**src/vam_pkg.sv**
```systemverilog
// ----------------------------------------------------------------------------
// vam_pkg
// Shared constants, types and the arctangent table of the vector angle and
// magnitude pipeline.
// ----------------------------------------------------------------------------
package vam_pkg;

    localparam int COORD_BITS     = 17;
    localparam int ROTATION_STEPS = 24;
    localparam int TABLE_LEN      = 40;
    localparam int STEPS          = (ROTATION_STEPS < TABLE_LEN) ? ROTATION_STEPS : TABLE_LEN;
    localparam int GUARD_BITS     = 61 - COORD_BITS;
    localparam int XW             = 64;
    localparam int ACC_W          = 32;
    localparam int DIR_W          = 16;
    localparam int TAB_IDX_W      = $clog2(TABLE_LEN);
    localparam int IN_DATA_W      = ((2 * COORD_BITS + 7) / 8) * 8;
    localparam int OUT_DATA_W     = ((DIR_W + COORD_BITS + 7) / 8) * 8;

    localparam logic [31:0]        INV_GAIN = 32'h9B74EDA8;
    localparam logic [ACC_W-1:0]   HALF_TURN = 32'h8000_0000;
    localparam logic [ACC_W-1:0]   DIR_ROUND = 32'h0000_8000;
    localparam logic [COORD_BITS:0] LEN_MAX  = (COORD_BITS + 1)'(92682);

    // rotation state carried from stage to stage
    typedef struct packed {
        logic signed [XW-1:0] x;
        logic signed [XW-1:0] y;
        logic [ACC_W-1:0]     acc;
        logic                 zero;
    } vam_vec_t;

    // atan(2^-i) in units of 2^-32 turn
    function automatic logic [ACC_W-1:0] atan_turn(input logic [TAB_IDX_W-1:0] idx);
        logic [ACC_W-1:0] v;
        case (idx)
            6'd0:    v = 32'd536870912;
            6'd1:    v = 32'd316933406;
            6'd2:    v = 32'd167458907;
            6'd3:    v = 32'd85004756;
            6'd4:    v = 32'd42667331;
            6'd5:    v = 32'd21354465;
            6'd6:    v = 32'd10679838;
            6'd7:    v = 32'd5340245;
            6'd8:    v = 32'd2670163;
            6'd9:    v = 32'd1335086;
            6'd10:   v = 32'd667544;
            6'd11:   v = 32'd333772;
            6'd12:   v = 32'd166886;
            6'd13:   v = 32'd83443;
            6'd14:   v = 32'd41722;
            6'd15:   v = 32'd20861;
            6'd16:   v = 32'd10430;
            6'd17:   v = 32'd5215;
            6'd18:   v = 32'd2608;
            6'd19:   v = 32'd1304;
            6'd20:   v = 32'd652;
            6'd21:   v = 32'd326;
            6'd22:   v = 32'd163;
            6'd23:   v = 32'd81;
            6'd24:   v = 32'd41;
            6'd25:   v = 32'd20;
            6'd26:   v = 32'd10;
            6'd27:   v = 32'd5;
            6'd28:   v = 32'd3;
            6'd29:   v = 32'd1;
            6'd30:   v = 32'd1;
            default: v = 32'd0;
        endcase
        return v;
    endfunction

endpackage

```
**src/vam_scale.sv**
```systemverilog
// ----------------------------------------------------------------------------
// vam_scale
// Gain correction: registered partial products of x and the inverse gain,
// then the rounded length and the rounded direction.
// ----------------------------------------------------------------------------
module vam_scale (
    input  logic                          clk,
    input  logic                          rst_n,
    input  logic                          adv,
    input  logic                          in_valid,
    input  vam_pkg::vam_vec_t             in_vec,
    output logic                          valid_reg,
    output logic [vam_pkg::DIR_W-1:0]     direction,
    output logic [vam_pkg::COORD_BITS-1:0] length
);
    import vam_pkg::*;

    logic [63:0]      lo_reg;
    logic [63:0]      hi_reg;
    logic [DIR_W-1:0] dir_reg;
    logic             zero_reg;
    logic [63:0]      lo_next;
    logic [63:0]      hi_next;
    logic [ACC_W-1:0] dir_sum;
    logic [63:0]      t_sum;
    logic [63:0]      t_rnd;

    always_comb
    begin
        lo_next = in_vec.x[31:0] * INV_GAIN;
        hi_next = in_vec.x[63:32] * INV_GAIN;
        dir_sum = in_vec.acc + DIR_ROUND;
    end

    always_ff @(posedge clk or negedge rst_n)
    begin
        if (!rst_n)
            valid_reg <= 1'b0;
        else if (adv)
            valid_reg <= in_valid;
    end

    always_ff @(posedge clk)
    begin
        if (adv && in_valid)
        begin
            lo_reg   <= lo_next;
            hi_reg   <= hi_next;
            dir_reg  <= dir_sum[ACC_W-1 -: DIR_W];
            zero_reg <= in_vec.zero;
        end
    end

    always_comb
    begin
        t_sum = hi_reg + (lo_reg >> 32);
        t_rnd = (t_sum + (64'd1 << (GUARD_BITS - 1))) >> GUARD_BITS;
        if (zero_reg)
        begin
            direction = '0;
            length    = '0;
        end
        else
        begin
            direction = dir_reg;
            length    = t_rnd[COORD_BITS-1:0];
        end
    end

endmodule

```
**config.mk**
```make
export PLATFORM = sky130hd
export DESIGN_NAME = vam_scale
export DESIGN_NICKNAME = d
export VERILOG_FILES = /design/src/vam_pkg.sv /design/src/vam_scale.sv
export SDC_FILE = /design/constraint.sdc
export NUM_CORES = 2
export LEC_CHECK = 0
export BUFFER_PORTS_ARGS = -buffer_cell sky130_fd_sc_hd__buf_2
export CAP_MARGIN = 0
export CORE_MARGIN = 2
export CORE_UTILIZATION = 60
export DETAILED_ROUTE_END_ITERATION = 10
export PLACE_DENSITY_LB_ADDON = 0.2
export SLEW_MARGIN = 20
export SYNTH_ARGS = -nofsm -noshare
export SYNTH_HDL_FRONTEND = slang
export SYNTH_SLANG_ARGS = --single-unit
```
**constraint.sdc**
```tcl
create_clock -name clk -period 8.8 [get_ports clk]
set_clock_uncertainty 0.1 [all_clocks]
set_input_delay 0.88 -clock clk [delete_from_list [all_inputs] [get_ports clk]]
set_output_delay 0.88 -clock clk [all_outputs]
set_load 0.02 [all_outputs]
```
==> key figures <==
Run status
  • Status: finished clean

Clock network
  • Clock Sinks: 105
  • Clock slew at reported path FFs: 0.08 ns
  • CTS tree: done
  • Setup Fix Bufs, Post-CTS: 0
  • CTS resizes: 0
  • Clock root buffer: clkbuf_16
  • H-tree Lvls: 3
  • Number of CTS-inserted buffers: 9
  • Hold_buf cts: 0
  • Longest Clk Path Bufs: 2
  • Worst skew pair latency: 0.35 ns

Worst setup path
  • CP peak stage delay: 0.55 ns
  • CP max-delay cell: fa_1
  • Worst Setup End Kind: register
  • CP Max Fanout: 7
  • Crit path max-delay family: adder cells
  • CP Buf/Inv Count: 7
  • Critical Path Source Type: primary input
  • Critical Path RT: 8.93 ns
  • CP dominant cell by count: fa_1
  • Critical Path AT: 8.35 ns
  • Crit Path Class: primary input to register

Final layout
  • Max reg flops: 58
  • Filler-free cell count of the finished design: 5076
  • Core Util, Final: 64.18%
  • Layout cells sized above 1: 4.449%
  • Ant diodes: 0
  • Fill count: 5527
  • Layout area overhead: 5.373%
  • Total Nets Final: 5998

Logic synthesis
  • Synth Flop Type: edfxtp_1
  • Area share of the largest cell type after synthesis: 44.49%
  • Synth area leader: fa_1
  • Commonest cells in the netlist: 1471 x inv_1, 914 x fa_1, 721 x ha_1, 125 x a21oi_1, 104 x edfxtp_1
  • Count leader, synth: inv_1
  • Post-synth ARST share: 0.9524%
  • Post-Syn Nets: 5853
  • Sequential element share of the synthesized area: 7.655%
  • Yosys warns: 0
  • Ranking of synthesized cells by area: fa_1 44%, ha_1 22%, inv_1 13%
  • Synthesized flop and latch total: 105
  • Synthesized instance count: 4053
  • Post-synth cell types: 60
  • Number of flops mapped to enable cells by yosys: 104
  • Mapped Avg Cell Area: 10.15 sq um
  • Synth Cell Area: 41120 sq um

Job
  • Max_cap viols: 0

GRT
  • Initial antenna violation count: 0
  • Largest net degree at the start of global routing: 88
  • GRT overflow: 0
  • GRT Util Overall: 28.77%
  • Global-route wire length before repair: 155400 um
  • Vias in the first global route: 29108

Placed design
  • GP Congestion: 0.9702
  • Number of port buffers: 119
  • DP Wirelength: 87200 um
  • # placed instances: 5059

Route
  • Remaining antenna violation count: 0
  • First DRT Iteration DRCs: 1549
  • Routed wire length: 95060 um
  • Residual DRC: 0
  • Via/cell ratio: 5.310
  • Routed length per instance: 18.73 um
  • DR pass1 iterations: 6
  • Via count: 26954

Timing
  • Final Setup Violations: 0
  • RSZ-0062 raised after global routing: no
  • Tmin final: 8.219 ns
  • Worst Tran Pin Value: 0.7863 ns
  • Post-Route Setup TNS: 0 ns
  • F_max: 121.7 MHz
  • Final worst path period share: 93.39%
  • Worst slew margin: 47.58%
  • Max-slew violation count: 0
  • Final hold viol count: 0

Die
  • Die Y: 265.8 um
  • Rows: 95
  • DIE AREA: 70650 sq um
  • IO Count: 199
  • Chip width: 265.8 um
  • Initial Util: 60.91%
  • Core ar.: 67510 sq um

Min path
  • HP Class: primary input to asynchronous set/reset pin
cell type report:
class | count | area, sq um | share of cell area, %
clock buffers | 10 | 229.0 | 0.5284
clock inverters | 6 | 50.05 | 0.1155
inverters | 1471 | 5522 | 12.74
multi-input cells | 2446 | 32340 | 74.63
flip-flops and latches | 105 | 3148 | 7.265
well taps | 873 | 1092 | 2.521
repair buffers | 165 | 952.2 | 2.197
path summary, 6_finish.rpt:
| path | start | end | slack, ns | depth (start not counted) |
|---|---|---|---|---|
| worst max register to register | valid_reg | valid_reg | 7.96 | 1 |
| min in group clk | valid_reg | valid_reg | 0.42 | 1 |
| worst min-delay path | rst_n | valid_reg | 0.19 | 1 |
| worst min register to register | valid_reg | valid_reg | 0.42 | 1 |
| max in group asynchronous | rst_n | valid_reg | 8.33 | 1 |
| worst max-delay path | in_vec[102] | lo_reg[58] | 0.58 | 26 |
cell families after synthesis:
family,synth area share (%)
flip-flops,7.655
AND/OR/NAND/NOR,3.968
adder cells (fa/ha/maj),66.43
AO/OA/AOI/OAI,5.674
buffers and inverters,13.71
XOR/XNOR,2.534
multiplexers,0.02738
metal layers:
| layer | track usage, % | routed length (um) | up-vias |
|---|---|---|---|
| li1 | - | - | 12520 |
| met1 | 40.78 | 41690 | 13573 |
| met2 | 47.34 | 45110 | 743 |
| met3 | 4.640 | 6068 | 118 |
| met4 | 5.709 | 2186 | 0 |
| met5 | 0 | 0 | - |
through the flow:
step	hold slack (ns)	area (sq um)	setup WS, ns
2_1_floorplan	0.4844	41120	0.9211
3_3_place_gp	0.3973	43040	0.3245
3_5_place_dp	0.4000	43040	0.2559
4_1_cts	0.1736	43310	0.6040
5_1_grt	0.1738	43330	0.2441
6_report	0.1872	43330	0.5812
cells in the final DEF, fill, tap and decap left out, types with 9 or more instances in the layout:
| cell | instances |
|---|---|
| o21ai_0 | 48 |
| nor2b_1 | 27 |
| a21o_1 | 78 |
| and2_1 | 9 |
| o21bai_1 | 20 |
| ha_1 | 721 |
| fa_1 | 914 |
| nand2_1 | 77 |
| nand4_1 | 38 |
| nand2b_1 | 9 |
| xnor2_1 | 68 |
| a211oi_1 | 9 |
| inv_1 | 1471 |
| a31oi_1 | 16 |
| clkbuf_16 | 9 |
| buf_4 | 44 |
| a21oi_1 | 125 |
| buf_2 | 119 |
| nor2_1 | 68 |
| and3_1 | 24 |
| nand3_1 | 37 |
| edfxtp_1 | 104 |
| o31ai_1 | 11 |
| xor2_1 | 51 |
| nor3_1 | 15 |
Power is not shown: default switching activity piles up to over one toggle a cycle in this logic, so the estimate is an artifact.
