**src/vam_pkg.sv**
```systemverilog
// ----------------------------------------------------------------------------
// vam_pkg
// Shared constants, types and the arctangent table of the vector angle and
// magnitude pipeline.
// ----------------------------------------------------------------------------
package vam_pkg;

    localparam int COORD_BITS     = 17;
    localparam int ROTATION_STEPS = 24;
    localparam int TABLE_LEN      = 40;
    localparam int STEPS          = (ROTATION_STEPS < TABLE_LEN) ? ROTATION_STEPS : TABLE_LEN;
    localparam int GUARD_BITS     = 61 - COORD_BITS;
    localparam int XW             = 64;
    localparam int ACC_W          = 32;
    localparam int DIR_W          = 16;
    localparam int TAB_IDX_W      = $clog2(TABLE_LEN);
    localparam int IN_DATA_W      = ((2 * COORD_BITS + 7) / 8) * 8;
    localparam int OUT_DATA_W     = ((DIR_W + COORD_BITS + 7) / 8) * 8;

    localparam logic [31:0]        INV_GAIN = 32'h9B74EDA8;
    localparam logic [ACC_W-1:0]   HALF_TURN = 32'h8000_0000;
    localparam logic [ACC_W-1:0]   DIR_ROUND = 32'h0000_8000;
    localparam logic [COORD_BITS:0] LEN_MAX  = (COORD_BITS + 1)'(92682);

    // rotation state carried from stage to stage
    typedef struct packed {
        logic signed [XW-1:0] x;
        logic signed [XW-1:0] y;
        logic [ACC_W-1:0]     acc;
        logic                 zero;
    } vam_vec_t;

    // atan(2^-i) in units of 2^-32 turn
    function automatic logic [ACC_W-1:0] atan_turn(input logic [TAB_IDX_W-1:0] idx);
        logic [ACC_W-1:0] v;
        case (idx)
            6'd0:    v = 32'd536870912;
            6'd1:    v = 32'd316933406;
            6'd2:    v = 32'd167458907;
            6'd3:    v = 32'd85004756;
            6'd4:    v = 32'd42667331;
            6'd5:    v = 32'd21354465;
            6'd6:    v = 32'd10679838;
            6'd7:    v = 32'd5340245;
            6'd8:    v = 32'd2670163;
            6'd9:    v = 32'd1335086;
            6'd10:   v = 32'd667544;
            6'd11:   v = 32'd333772;
            6'd12:   v = 32'd166886;
            6'd13:   v = 32'd83443;
            6'd14:   v = 32'd41722;
            6'd15:   v = 32'd20861;
            6'd16:   v = 32'd10430;
            6'd17:   v = 32'd5215;
            6'd18:   v = 32'd2608;
            6'd19:   v = 32'd1304;
            6'd20:   v = 32'd652;
            6'd21:   v = 32'd326;
            6'd22:   v = 32'd163;
            6'd23:   v = 32'd81;
            6'd24:   v = 32'd41;
            6'd25:   v = 32'd20;
            6'd26:   v = 32'd10;
            6'd27:   v = 32'd5;
            6'd28:   v = 32'd3;
            6'd29:   v = 32'd1;
            6'd30:   v = 32'd1;
            default: v = 32'd0;
        endcase
        return v;
    endfunction

endpackage

```
**src/vam_prep.sv**
```systemverilog
// ----------------------------------------------------------------------------
// vam_prep
// Input stage: sign extends and scales the coordinates, folds the left half
// plane onto the right one and seeds the angle accumulator.
// ----------------------------------------------------------------------------
module vam_prep (
    input  logic                        clk,
    input  logic                        rst_n,
    input  logic                        adv,
    input  logic                        in_valid,
    input  logic [vam_pkg::COORD_BITS-1:0] delta_x,
    input  logic [vam_pkg::COORD_BITS-1:0] delta_y,
    output logic                        valid_reg,
    output vam_pkg::vam_vec_t           vec_reg
);
    import vam_pkg::*;

    logic signed [XW-1:0] x_ext;
    logic signed [XW-1:0] y_ext;
    vam_vec_t             vec_next;

    always_comb
    begin
        x_ext = XW'(signed'(delta_x)) <<< GUARD_BITS;
        y_ext = XW'(signed'(delta_y)) <<< GUARD_BITS;
        vec_next.zero = (delta_x == '0) && (delta_y == '0);
        if (x_ext < 0)
        begin
            vec_next.x   = -x_ext;
            vec_next.y   = -y_ext;
            vec_next.acc = HALF_TURN;
        end
        else
        begin
            vec_next.x   = x_ext;
            vec_next.y   = y_ext;
            vec_next.acc = '0;
        end
    end

    always_ff @(posedge clk or negedge rst_n)
    begin
        if (!rst_n)
            valid_reg <= 1'b0;
        else if (adv)
            valid_reg <= in_valid;
    end

    always_ff @(posedge clk)
    begin
        if (adv && in_valid)
            vec_reg <= vec_next;
    end

endmodule

```
**config.mk**
```make
export PLATFORM = sky130hd
export DESIGN_NAME = vam_prep
export DESIGN_NICKNAME = d
export VERILOG_FILES = /design/src/vam_pkg.sv /design/src/vam_prep.sv
export SDC_FILE = /design/constraint.sdc
export NUM_CORES = 1
export LEC_CHECK = 0
export BUFFER_PORTS_ARGS = -buffer_cell sky130_fd_sc_hd__buf_2
export CORE_ASPECT_RATIO = 1.4
export CORE_MARGIN = 4
export CORE_UTILIZATION = 39
export CTS_BUF_LIST = sky130_fd_sc_hd__clkbuf_8
export DETAILED_ROUTE_END_ITERATION = 7
export GPL_ROUTABILITY_DRIVEN = 0
export PLACE_DENSITY = 0.84
export SLEW_MARGIN = 15
export SYNTH_ARGS = -nofsm -noshare
export SYNTH_HDL_FRONTEND = slang
export SYNTH_SLANG_ARGS = --single-unit
```
**constraint.sdc**
```tcl
create_clock -name clk -period 0.8 [get_ports clk]
set_clock_uncertainty 0.15 [all_clocks]
set_input_delay 0.04 -clock clk [delete_from_list [all_inputs] [get_ports clk]]
set_output_delay 0.04 -clock clk [all_outputs]
set_load 0.05 [all_outputs]
```
==> impl_table.tex, run 1 <==
\begin{tabular}{lr}
\hline
Metric & Value \\
\hline
\multicolumn{2}{l}{\textbf{Status}} \\
Status & finished, violations left \\
Violations in the final reports & negative hold slack, negative setup slack \\
\multicolumn{2}{l}{\textbf{Global routing}} \\
Global route overflow & 0 \\
Pin count of the biggest net entering global routing & 32 \\
Global-route wire length before repair & 11600 um \\
Number of antenna violations at the first check in global routing & 0 \\
Tot GR Track Use & 0.167 \\
Via count of the first global-routing pass & 2453 \\
\multicolumn{2}{l}{\textbf{Worst setup path}} \\
Critical Setup Path Class & primary input to register \\
Worst setup SP type & primary input \\
CP required & 0.71 ns \\
Critical path, cell by cell & buf\_6 > or4\_4 > or4\_4 > o21ai\_4 > xnor2\_2 \\
Worst R2R Start & valid\_reg \\
Critical Path Source & delta\_y[11] \\
Slowest cell delay on critical path & 0.57 ns \\
Arrival time of the worst setup path & 1.44 ns \\
Worst-path cell with the longest stage delay & sky130\_fd\_sc\_hd\_\_or4\_4 \\
Most common cell type on the critical path & sky130\_fd\_sc\_hd\_\_or4\_4 \\
Worst Reg-to-Reg Cells & 1 \\
Endpoint type of the worst setup path & register \\
CP max FO & 4 \\
Register-to-register path setup slack & -0.15 ns \\
\multicolumn{2}{l}{\textbf{Placement}} \\
Post-detail-place hpwl & 5100 um \\
Setup Slack @ Placement & -0.984 ns \\
PortBufs & 80 \\
\multicolumn{2}{l}{\textbf{Yosys}} \\
Simple-Gate Fraction of Synth Area & 0.0801 \\
Yosys reg bits & 43 \\
Combinational family with the most area after synthesis & buffers and inverters \\
Synthesis Warnings & 0 \\
Synth Area in XOR/XNOR & 0.0839 \\
Fraction of the mapped netlist area in compound gates & 0.0548 \\
Synthesized instance count & 278 \\
Library cell with the largest summed area after synthesis & sky130\_fd\_sc\_hd\_\_edfxtp\_1 \\
Mean post-synth cell area & 10.5 um2 \\
Most common cell in the synthesized netlist & sky130\_fd\_sc\_hd\_\_buf\_4 \\
Top cell type's share of synthesized area & 0.432 \\
Post-synthesis share of cell area spent on full adders, half adders and majority gates & 0.0171 \\
Count of flip-flops with a built-in enable after synthesis & 42 \\
Largest cells by area after synthesis & sky130\_fd\_sc\_hd\_\_edfxtp\_1, sky130\_fd\_sc\_hd\_\_buf\_4, sky130\_fd\_sc\_hd\_\_xnor2\_1, sky130\_fd\_sc\_hd\_\_nand2\_1, sky130\_fd\_sc\_hd\_\_ha\_1 \\
Count of unique library cells instantiated by Yosys & 29 \\
Synthesized cell area & 2920 um2 \\
Fraction of synthesized area in multiplexers & 0.00385 \\
Commonest register cell after synthesis & sky130\_fd\_sc\_hd\_\_edfxtp\_1 \\
Sequential element share of the synthesized area & 0.440 \\
Fraction of synthesis flops using an asynchronous set or reset pin & 0.0233 \\
Post-synth top cells & sky130\_fd\_sc\_hd\_\_buf\_4, sky130\_fd\_sc\_hd\_\_edfxtp\_1, sky130\_fd\_sc\_hd\_\_xnor2\_1 \\
\multicolumn{2}{l}{\textbf{Clock network}} \\
Total clock sinks & 43 \\
H-tree Lvls & 2 \\
CTS buffer count & 5 \\
Clock-pin transition on the worst setup and hold timing paths & 0.09 ns \\
Number of buffers inserted for hold repair after clock tree synthesis & 1 \\
Clock Tree Root & sky130\_fd\_sc\_hd\_\_clkbuf\_8 \\
TritonCTS clock tree & built \\
Latest clock arrival within the worst-skew pair & 0.31 ns \\
CTS max path bufs & 2 \\
\multicolumn{2}{l}{\textbf{Power}} \\
Cell leakage power & 2.15 nW \\
Power per cell area & 1690 nW/um2 \\
Maximum VDD drop & 0.00105 V \\
\multicolumn{2}{l}{\textbf{Floorplan}} \\
Height of the chip & 110 um \\
Initial Util & 0.399 \\
Area of the core & 7310 um2 \\
Die area & 8960 um2 \\
DIE WIDTH & 81.2 um \\
Std cell rows & 37 \\
Number of top-level design ports & 200 \\
\multicolumn{2}{l}{\textbf{Layout}} \\
Final-stage net count & 482 \\
Number of flip-flops in the largest register & 42 \\
Syn-to-layout area delta & 63.9\% \\
Fraction of layout cells with a size suffix above 1 & 0.531 \\
Diode count & 0 \\
\multicolumn{2}{l}{\textbf{Timing}} \\
Worst Setup Slack, final & -0.731 ns \\
Final hold viol count & 7 \\
Slew @ Worst Pin & 0.560 ns \\
Setup violations, final & 76 \\
Crit share post-route & 1.91 \\
Worst hold slack & -0.151 ns \\
Tightest slew margin relative to the limit & 0.623 \\
Number of pins with negative max-slew slack in the final report & 0 \\
Unrepaired setup endpoints after global routing & yes \\
Total negative slack & -22.83 ns \\
Final Critical Period & 1.53 ns \\
Upper clock frequency limit & 653 MHz \\
\multicolumn{2}{l}{\textbf{Worst hold path}} \\
Hold Path Stages & 2 \\
Class of the most critical hold timing path & primary input to register \\
Launch instance of the worst min-delay path & in\_valid \\
\multicolumn{2}{l}{\textbf{Route}} \\
DRC viols & 0 \\
Ratio of routed vias to standard cells & 4.46 \\
Number of nets still failing antenna checks after routing & 0 \\
DRT Wirelength & 9810 um \\
Overall via count from detail\_route & 2400 \\
First-pass DRT Iterations & 4 \\
Post-DR wirelength/cell & 18.2 um \\
Initial DRC count & 236 \\
\multicolumn{2}{l}{\textbf{Run}} \\
Count of max-cap constraint violations & 0 \\
\hline
\end{tabular}
==> kinds of logic (layout without fill, tap and decap cells) <==
| family | Yosys count | count (layout) |
|---|---|---|
| buf+inv | 129 | 171 |
| flops | 43 | 43 |
| simple gates | 47 | 47 |
| other cells | 1 | 122 |
| mux | 1 | 1 |
| xor+xnor | 28 | 28 |
| compound gates | 25 | 25 |
| fa+ha+maj | 4 | 4 |
==> final timing paths <==
path / endpoint
max: vec_reg[92]
min: valid_reg
max reg2reg: valid_reg
min reg2reg: valid_reg
max in group asynchronous: valid_reg
min in group asynchronous: valid_reg
==> power breakdown <==
part,total [W],switching (W),internal [W]
sequential,0.00279,0.0000983,0.00270
combinational,0.00346,0.00252,0.000942
clock,0.00182,0.000811,0.00101
total,0.00808,0.00343,0.00465
==> layout by cell type (no fill, tap or decap), types with 5 or more instances in the layout <==
cell                       netlist  routed
sky130_fd_sc_hd__conb_1          1     122
sky130_fd_sc_hd__nand2_4         0       6
sky130_fd_sc_hd__o21ai_2         0       5
sky130_fd_sc_hd__o31ai_4         0       6
sky130_fd_sc_hd__nand2b_4        0       5
sky130_fd_sc_hd__nand2_1        16       7
sky130_fd_sc_hd__buf_6           0      71
sky130_fd_sc_hd__buf_4         119      51
sky130_fd_sc_hd__clkbuf_8        0       6
sky130_fd_sc_hd__xnor2_1        26      22
sky130_fd_sc_hd__buf_2           0      24
sky130_fd_sc_hd__edfxtp_1       42      42
==> layout make-up <==
cell class,instances,area (um2)
fill,476,2520
multi-input combinational,227,1720
timing repair buffer,156,1480
sequential,43,1290
tap,97,121
clock buffer,6,82.6
inverter,7,63.8
clock inverter,2,35.0
==> repair_timing <==
item | in CTS | in global routing
buffers inserted | 9 | 14
pin swaps | 19 | 26
resized for setup | 138 | 62
setup endpoints to repair | 77 | 75
cloned | 0 | 1
endpoints found under the hold margin | 9 | 7
==> critical path: cells and delay by family <==
kind | cells | cell delay, ns
compound gates | 1 | 0.17
simple gates | 2 | 1.03
buf+inv | 1 | 0.10
xor+xnor | 1 | 0.09
==> layer usage <==
metal,GRT usage,wire length [um],vias up
li1,-,-,1021
met1,0.162,3410,1155
met2,0.311,5200,196
met3,0.0416,912,28
met4,0.0868,284,0
met5,0,0,-
==> through the flow <==
step                 util  power [W]  hold WS (ns)  cells  instance area (um2)
floorplan               -    0.00547        -0.406    399                 3700
global placement    0.505    0.00557        -0.335    509                 3690
detailed placement  0.505    0.00562        -0.333    509                 3690
CTS                 0.594    0.00769        -0.149    526                 4350
global route        0.655    0.00835        -0.143    538                 4790
finish              0.655    0.00808        -0.151    538                 4790
Note: power is estimated with default switching activity, not from simulation.
==> inputs of run 2 (changes only) <==
--- a/config.mk
+++ b/config.mk
@@ -5,14 +5,15 @@
 export SDC_FILE = /design/constraint.sdc
 export NUM_CORES = 1
 export LEC_CHECK = 0
+export ABC_AREA = 1
 export BUFFER_PORTS_ARGS = -buffer_cell sky130_fd_sc_hd__buf_2
 export CORE_ASPECT_RATIO = 1.4
 export CORE_MARGIN = 4
-export CORE_UTILIZATION = 39
+export CORE_UTILIZATION = 41
 export CTS_BUF_LIST = sky130_fd_sc_hd__clkbuf_8
 export DETAILED_ROUTE_END_ITERATION = 7
 export GPL_ROUTABILITY_DRIVEN = 0
-export PLACE_DENSITY = 0.84
+export PLACE_DENSITY = 0.85
 export SLEW_MARGIN = 15
 export SYNTH_ARGS = -nofsm -noshare
 export SYNTH_HDL_FRONTEND = slang
==> impl_table.tex, run 2 <==
\begin{tabular}{lr}
\hline
Metric & Value \\
\hline
\multicolumn{2}{l}{\textbf{Global routing}} \\
Tot GR Track Use & 0.197 (was 0.167) \\
Number of antenna violations at the first check in global routing & 1 (was 0) \\
Global-route wire length before repair & 14700 um (was 11600 um) \\
Pin count of the biggest net entering global routing & 25 (was 32) \\
Via count of the first global-routing pass & 2988 (was 2453) \\
Global route overflow & 0 (unchanged) \\
\multicolumn{2}{l}{\textbf{Power}} \\
Sw Ratio & 0.454 (was 0.425) \\
Proportion of power drawn by the clock network & 0.178 (was 0.226) \\
Cell leakage power & 2.54 nW (was 2.15 nW) \\
Maximum VDD drop & 0.00121 V (was 0.00105 V) \\
Net switching power of the design & 0.00359 W (was 0.00343 W) \\
Fraction of power consumed by combinational cells & 0.468 (was 0.429) \\
Sequential share of power & 0.354 (was 0.346) \\
Power per cell area & 1530 nW/um2 (was 1690 nW/um2) \\
Internal power summed over all cells & 0.00431 W (was 0.00465 W) \\
\multicolumn{2}{l}{\textbf{Route}} \\
First-pass DRT Iterations & 6 (was 4) \\
Overall via count from detail\_route & 3150 (was 2400) \\
Initial DRC count & 272 (was 236) \\
DRC viols & 0 (unchanged) \\
DRT Wirelength & 12100 um (was 9810 um) \\
Ratio of routed vias to standard cells & 4.79 (was 4.46) \\
Number of nets still failing antenna checks after routing & 0 (unchanged) \\
Post-DR wirelength/cell & 18.4 um (was 18.2 um) \\
\multicolumn{2}{l}{\textbf{Timing}} \\
Final hold viol count & 8 (was 7) \\
Upper clock frequency limit & 793 MHz (was 653 MHz) \\
Unrepaired setup endpoints after global routing & yes (unchanged) \\
Worst hold slack & -0.157 ns (was -0.151 ns) \\
Worst Setup Slack, final & -0.462 ns (was -0.731 ns) \\
Setup violations, final & 77 (was 76) \\
Final Critical Period & 1.26 ns (was 1.53 ns) \\
Number of pins with negative max-slew slack in the final report & 0 (unchanged) \\
Crit share post-route & 1.58 (was 1.91) \\
\multicolumn{2}{l}{\textbf{Status}} \\
Violations in the final reports & negative hold slack, negative setup slack (unchanged) \\
Status & finished, violations left (unchanged) \\
\multicolumn{2}{l}{\textbf{Yosys}} \\
Count of unique library cells instantiated by Yosys & 28 (was 29) \\
Top cell type's share of synthesized area & 0.383 (was 0.432) \\
Most common cell in the synthesized netlist & sky130\_fd\_sc\_hd\_\_buf\_4 (unchanged) \\
Synthesized instance count & 380 (was 278) \\
Fraction of synthesis flops using an asynchronous set or reset pin & 0.0233 (unchanged) \\
Post-synth top cells & sky130\_fd\_sc\_hd\_\_buf\_4, sky130\_fd\_sc\_hd\_\_nand2\_1, sky130\_fd\_sc\_hd\_\_edfxtp\_1 (was sky130\_fd\_sc\_hd\_\_buf\_4, sky130\_fd\_sc\_hd\_\_edfxtp\_1, sky130\_fd\_sc\_hd\_\_xnor2\_1) \\
Yosys reg bits & 43 (unchanged) \\
Count of flip-flops with a built-in enable after synthesis & 42 (unchanged) \\
Sequential element share of the synthesized area & 0.390 (was 0.440) \\
Library cell with the largest summed area after synthesis & sky130\_fd\_sc\_hd\_\_edfxtp\_1 (unchanged) \\
Largest cells by area after synthesis & sky130\_fd\_sc\_hd\_\_edfxtp\_1, sky130\_fd\_sc\_hd\_\_buf\_4, sky130\_fd\_sc\_hd\_\_nand2\_1, sky130\_fd\_sc\_hd\_\_inv\_1, sky130\_fd\_sc\_hd\_\_nand3\_1 (was sky130\_fd\_sc\_hd\_\_edfxtp\_1, sky130\_fd\_sc\_hd\_\_buf\_4, sky130\_fd\_sc\_hd\_\_xnor2\_1, sky130\_fd\_sc\_hd\_\_nand2\_1, sky130\_fd\_sc\_hd\_\_ha\_1) \\
Mean post-synth cell area & 8.68 um2 (was 10.5 um2) \\
Synthesis Warnings & 0 (unchanged) \\
Synthesized cell area & 3300 um2 (was 2920 um2) \\
Commonest register cell after synthesis & sky130\_fd\_sc\_hd\_\_edfxtp\_1 (unchanged) \\
\multicolumn{2}{l}{\textbf{Layout}} \\
Post-Layout Inst Area & 5150 um2 (was 4790 um2) \\
Final-stage net count & 598 (was 482) \\
Syn-to-layout area delta & 56.3\% (was 63.9\%) \\
Number of flip-flops in the largest register & 42 (unchanged) \\
Most frequent cells in the layout & sky130\_fd\_sc\_hd\_\_conb\_1, sky130\_fd\_sc\_hd\_\_buf\_6, sky130\_fd\_sc\_hd\_\_buf\_4, sky130\_fd\_sc\_hd\_\_nand2\_1, sky130\_fd\_sc\_hd\_\_edfxtp\_1 (was sky130\_fd\_sc\_hd\_\_conb\_1, sky130\_fd\_sc\_hd\_\_buf\_6, sky130\_fd\_sc\_hd\_\_buf\_4, sky130\_fd\_sc\_hd\_\_edfxtp\_1, sky130\_fd\_sc\_hd\_\_buf\_2) \\
Most common cell after layout, fill and taps aside & sky130\_fd\_sc\_hd\_\_conb\_1 (unchanged) \\
Area of all sequential standard cells & 1290 um2 (unchanged) \\
Layout filler cell count & 507 (was 476) \\
Fraction of layout cells with a size suffix above 1 & 0.497 (was 0.531) \\
Multi-input gate area & 1820 um2 (was 1720 um2) \\
\multicolumn{2}{l}{\textbf{Floorplan}} \\
Initial Util & 0.423 (was 0.399) \\
Std cell rows & 38 (was 37) \\
Area of the core & 7800 um2 (was 7310 um2) \\
Die area & 9560 um2 (was 8960 um2) \\
Height of the chip & 114 um (was 110 um) \\
Number of top-level design ports & 200 (unchanged) \\
DIE WIDTH & 83.8 um (was 81.2 um) \\
\multicolumn{2}{l}{\textbf{Clock network}} \\
Number of buffers inserted for hold repair after clock tree synthesis & 3 (was 1) \\
CTS buffer count & 5 (unchanged) \\
Clock-pin transition on the worst setup and hold timing paths & 0.09 ns (about the same) \\
Clock Tree Root & sky130\_fd\_sc\_hd\_\_clkbuf\_8 (unchanged) \\
H-tree Lvls & 2 (unchanged) \\
Latest clock arrival within the worst-skew pair & 0.30 ns (was 0.31 ns) \\
Total clock sinks & 43 (unchanged) \\
TritonCTS clock tree & built (unchanged) \\
CTS max path bufs & 2 (unchanged) \\
\multicolumn{2}{l}{\textbf{Placement}} \\
PortBufs & 80 (unchanged) \\
Post-detail-place hpwl & 6020 um (was 5100 um) \\
Total cell area at the placement stage & 4040 um2 (was 3690 um2) \\
Setup Slack @ Placement & -0.765 ns (was -0.984 ns) \\
\multicolumn{2}{l}{\textbf{Worst setup path}} \\
CP required & 0.72 ns (was 0.71 ns) \\
CP max FO & 2 (was 4) \\
Critical Setup Path Class & primary input to register (unchanged) \\
Worst setup SP type & primary input (unchanged) \\
Endpoint type of the worst setup path & register (unchanged) \\
Arrival time of the worst setup path & 1.18 ns (was 1.44 ns) \\
\multicolumn{2}{l}{\textbf{Worst hold path}} \\
Class of the most critical hold timing path & primary input to register (unchanged) \\
\multicolumn{2}{l}{\textbf{Run}} \\
Count of max-cap constraint violations & 0 (unchanged) \\
\hline
\end{tabular}
==> run 2: cell families (layout without fill, tap and decap cells) <==
group                      Yosys count  in the layout  synth area share
other                                1            123           0.00114
DFF                                 43             43             0.390
buffers and inverters              158            214             0.320
and+or+nand+nor                    150            150             0.215
adders and majority gates            4              4            0.0152
xor gates and xnor gates            14             14            0.0372
AOI/OAI and AO/OA                   10             10            0.0209
==> run 2: final cells by class <==
type,instances,area share
timing repair buffer,171,0.321
clock buffer,5,0.0134
antenna,1,0.000486
tap,100,0.0243
multi-input combinational,300,0.353
inverter,35,0.0352
clock inverter,3,0.00291
sequential,43,0.250
==> run 2: power by group through the flow <==
stage | clock (W) | sequential [W] | combinational (W)
floorplan | 0 | 0.00337 | 0.00218
detailed placement | 0 | 0.00278 | 0.00295
global placement | 0 | 0.00277 | 0.00291
finish | 0.00141 | 0.00279 | 0.00369
global route | 0.00150 | 0.00280 | 0.00382
CTS | 0.00135 | 0.00277 | 0.00331
==> run 2: worst max-delay path, cell delays in order <==
cell                      delay, ns
sky130_fd_sc_hd__buf_6         0.09
sky130_fd_sc_hd__or2_4         0.25
sky130_fd_sc_hd__nor2_4        0.12
sky130_fd_sc_hd__nand3_2       0.11
sky130_fd_sc_hd__nor2_2        0.13
sky130_fd_sc_hd__ha_1          0.26
sky130_fd_sc_hd__nand2_1       0.11
sky130_fd_sc_hd__inv_1         0.05
==> run 2: what timing repair did <==
action                     4_1_cts  5_1_grt
setup endpoints to repair       76       79
pin swaps                       39       49
hold endpoints to repair        13       10
gates resized for setup        151       78
setup buffers                   13       21
==> run 2: worst paths after layout <==
check	slack (ns)	endpoint	cells after the start	from
worst max-delay path	-0.46	vec_reg[157]	8	delta_x[6]
worst min-delay path	-0.16	valid_reg	2	adv
worst max register to register	-0.08	valid_reg	3	valid_reg
worst min register to register	0.48	valid_reg	3	valid_reg
max in group asynchronous	0.52	valid_reg	2	rst_n
min in group asynchronous	-0.11	valid_reg	2	rst_n
==> run 2: per-stage QoR <==
stage / instances / setup TNS, ns / total power (W) / util / hold slack [ns]
after floorplan: 501 / -22.73 / 0.00556 / - / -0.406
after global placement: 619 / -23.33 / 0.00568 / 0.518 / -0.335
after detailed placement: 619 / -24.37 / 0.00573 / 0.518 / -0.330
after CTS: 642 / -15.53 / 0.00743 / 0.611 / -0.154
after global routing: 658 / -20.63 / 0.00812 / 0.661 / -0.157
final: 658 / -18.71 / 0.00789 / 0.661 / -0.157
==> run 2: metal layers <==
metal	GRT usage	vias up	wire, um	share of wire
li1	-	1308	-	-
met5	0	-	0	0
met4	0.112	0	777	0.064
met2	0.395	333	6350	0.52
met1	0.184	1444	3760	0.31
met3	0.0338	65	1220	0.10
